--- config.mk ---
export PLATFORM = sky130hd
export DESIGN_NAME = mfba_ram
export DESIGN_NICKNAME = d
export VERILOG_FILES = /design/src/mfba_ram.sv
export SDC_FILE = /design/constraint.sdc
export NUM_CORES = 1
export LEC_CHECK = 0
export ABC_AREA = 1
export BUFFER_PORTS_ARGS = -buffer_cell sky130_fd_sc_hd__buf_2
export CORE_ASPECT_RATIO = 1.5
export CORE_MARGIN = 3
export CORE_UTILIZATION = 55
export CTS_CLUSTER_DIAMETER = 50
export DETAILED_ROUTE_END_ITERATION = 10
export GPL_TIMING_DRIVEN = 1
export PLACE_DENSITY = 0.71
export SYNTH_ARGS = -nofsm -noshare
export SYNTH_HDL_FRONTEND = slang
export SYNTH_SLANG_ARGS = --single-unit
--- constraint.sdc ---
create_clock -name clk -period 2.3 [get_ports clk]
set_clock_uncertainty 0.1 [all_clocks]
set_input_delay 0.23 -clock clk [delete_from_list [all_inputs] [get_ports clk]]
set_output_delay 0.23 -clock clk [all_outputs]
set_load 0.05 [all_outputs]
--- src/mfba_ram.sv ---
`default_nettype none
// ----------------------------------------------------------------------------
// mfba_ram
// Generic RAM with one write port and one registered read port.
// ----------------------------------------------------------------------------
module mfba_ram #(
  parameter int WIDTH = 8,
  parameter int DEPTH = 64
) (
  input  wire logic                     clk,
  input  wire logic                     we,
  input  wire logic [$clog2(DEPTH)-1:0] waddr,
  input  wire logic [WIDTH-1:0]         wdata,
  input  wire logic [$clog2(DEPTH)-1:0] raddr,
  output logic      [WIDTH-1:0]         rdata
);
  logic [WIDTH-1:0] mem [DEPTH];

  always_ff @(posedge clk) begin
    if (we) begin
      mem[waddr] <= wdata;
    end
    rdata <= mem[raddr];
  end
endmodule
`default_nettype wire

Yosys cells after proc, flatten, opt, wreduce, memory -nomap -nowiden
Memory sizes are Yosys's and may differ from the RTL's. A register that Yosys moved wholly into a read port is not among the register bits.
Cells that the tools add are included.
{"block": "op_classes", "muxes": 2}
{"op": "two-way mux 1 bit", "count": 2}
{"block": "totals", "ram_bits": 512, "output_inout_bits": 8, "regBits": 0, "inputBits": 22, "mem_count": 1}
{"memory": "mem", "words": 64, "width": 8, "read_ports": 1, "rd_ports_with_merged_regs": 1, "wr": 1, "line": "17", "rtl": "logic [WIDTH-1:0] mem [DEPTH];"}

Logic depth before layout (Yosys ltp)
{"block": "logic_depth", "word_depth": 2, "depth_mapped": 12}

Worst setup path before layout
No wires, ideal clock.
{"block": "synth_timing", "kind": "in2reg", "startpoint": "in we", "endpoint": "mem mem[48][0] (enable)", "setup_time_ns": 0.395, "required_ns": 1.805, "arrival_time_ns": 1.601, "path_slack_ns": 0.204, "n_path_buf": 1, "cell_stages": 3, "path_cell_list": "clkbuf_1 -> nand4_1 -> nor4_1"}
{"block": "synth_between", "elab_chain_len": 2}
{"item": "start, declared", "line": "11", "rtl": "input wire logic we,"}
{"item": "two-way mux 1 bit", "line": "20", "rtl": "if (we) begin"}
{"item": "two-way mux 1 bit (not written as such)", "line": "21", "rtl": "mem[waddr] <= wdata;"}
{"item": "end, declared", "line": "17"}
No other way between the ends.

Worst setup path in the final report
{"block": "layout_timing", "startpoint": "reg rdata[1], read port of mem", "endpoint": "out rdata[1]"}
{"item": "start, declared", "line": "15", "rtl": "output logic [WIDTH-1:0] rdata"}
No word-level cell between the ends.

==> out/qor.yml <==
worstSetupStartpoint: "rdata[1]"
die_area_um2: 41200
dieHeight_um: 247
cp_top_family: "flip-flops"
port_buffers: 29
cts_tree: "done"
r2r_slack_ns: 0.78
htree_levels: 2
period_minus_slack_ns: 1.65
via_count: 14052
rr_worst_depth: 8
core_area_um2: 38000
totalPowerFinal_mw: 19.2
ios: 30
worst_pin_slew_ns: 0.628
cp.required_ns: 1.97
syn_inst: 1805
area_growth_pct: 11.7
start_util: 0.562
timing.fmax_ghz: 0.606
final_nets: 1899
startpoint_type: "flip-flop"
clkSlewWorstSetupHoldPaths_ns: 0.07
drt_pass1_iterations: 6
clock_path_buffers: 3
overflow: 0
setup_viol: 0
drv_slew: 0
critical_path_depth: 1
cts-root-buf: "clkbuf_16"
synth_seq_cells: 520
p_per_area_nw_per_um2: 805
hold_class: "in2reg"
fin_tns_setup_ns: 0
drive_above_1_share: 0.105
critPathBufInv: 1
cap_violations: 0
drc: 0
yosysSeqAreaShare: 0.728
postLayoutCellArea_um2: 23800
worstPathArrival_ns: 1.32
rsz0062_at_grt: "false"
final_cell_mix: "nand2_1, edfxtp_1, nand3_1"
antenna_found_initial: 3
gp_congestion: 0.886
yosysUniqueCellTypes: 16
cts_made_buffers: 45
min-delay-start: "wdata[4]"
ir_drop_v: 0.000494
r2r-end: "rdata[7]"
hold_depth: 1
p_leak_nw: 8.73
netlist_area_um2: 21300
criticalPathCategory: "reg2out"
ant_nets: 0
yosysWarnings: 0
placed_cell_area_um2: 22400
fillers: 2854
clock_sinks: 520
clk_latency_ns: 0.58
syn-num-nets: 1827
row_count: 87
post-dp-hpwl_mm: 32.1
rr_startpoint: "mem[23][7]"
grt_pass1_vias: 14114
report.final.hold_viol_count: 0
path_cells: "buf_2"
cts_resized: 0
slowest_delay_ns: 0.43
via_per_inst: 5.85
postSynthAreaPerCell_um2: 11.8
routedWlPerCell_um: 22.0
cpMaxStageDelayCell: "dfxtp_1"
grt_max_degree: 73
critPathCaptureType: "output pin"
relSlewSlack: 0.581
first_iter_violations: 1630
utilization: 0.628
fin_crit_sh: 0.718
layout_commonest_cell: "nand2_1"
setup_ws_ns: 0.650
crit_path_end: "rdata[1]"
dieWidth_um: 167
wl_mm: 52.8
status: "finished, final reports clean"
crit_fanout: 1
grt_usage: 0.258
grt_pass1_wl_mm: 81.3
place_ws_ns: 0.224
[sequential cells by signal, indices dropped and copies added (netlist names)]
| name | count |
|---|---|
| mem | 512 |
| rdata | 8 |
[through the flow]
stage	hold slack, ns	instances
after floorplan	0.229	1805
final	0.0490	2402
after detailed placement	0.509	2318
after global routing	0.0731	2401
after CTS	0.0538	2401
after global placement	0.504	2318
[cells by family after synthesis]
kind of cell,share of synthesized area
flip-flops,0.728
buffers and inverters,0.0402
AND/OR/NAND/NOR,0.232
[repair_timing]
item	4_1_cts	5_1_grt
endpoints found under the setup margin	0	0
hold buffers	1	0
buffers inserted	0	0
endpoints found under the hold margin	2	0
[per-layer routing]
metal,wire length [um],part of all wire,global-route usage,vias up
li1,-,-,-,6485
met5,14,0.00027,0,-
met2,27000,0.51,0.448,639
met1,19700,0.37,0.323,6797
met3,3770,0.071,0.0353,129
met4,2360,0.045,0.116,2
[final cells by class]
| class | instances | area (um2) | area share |
|---|---|---|---|
| tap | 489 | 612 | 0.0257 |
| sequential | 520 | 15500 | 0.652 |
| clock buffer | 57 | 1220 | 0.0513 |
| timing repair buffer | 138 | 1270 | 0.0535 |
| clock inverter | 25 | 195 | 0.00819 |
| multi-input combinational | 1160 | 4950 | 0.207 |
| inverter | 12 | 52.6 | 0.00220 |
| antenna | 1 | 2.50 | 0.000105 |
[synthesized netlist by cell type]
cell,number,area [um2]
buf_1,10,37.5
buf_2,37,185
buf_4,14,105
buf_6,35,394
buf_8,2,30.0
clkbuf_1,15,56.3
dfxtp_1,8,160
edfxtp_1,512,15400
inv_1,10,37.5
inv_2,1,3.75
inv_6,1,8.76
nand2_1,648,2430
nand3_1,439,2200
nand4_1,9,56.3
nor2_1,56,210
nor4_1,8,50.1
[worst min-delay path by stage]
| stage | endpoint | slack [ns] |
|---|---|---|
| floorplan | mem[0][0] | 0.23 |
| global placement | rdata[7] | 0.50 |
| detailed placement | rdata[7] | 0.51 |
| CTS | mem[48][4] | 0.05 |
| global route | mem[48][4] | 0.07 |
| finish | mem[48][4] | 0.05 |
[power breakdown]
part / switching [mW] / internal, mW / leakage, nW / total, mW
Combinational: 0.987 / 0.360 / 3.36 / 1.35
Clock: 3.24 / 4.10 / 0.695 / 7.34
Sequential: 0.0329 / 10.5 / 4.67 / 10.5
Total: 4.26 / 14.9 / 8.73 / 19.2
Power figures use the tool's default switching activity.
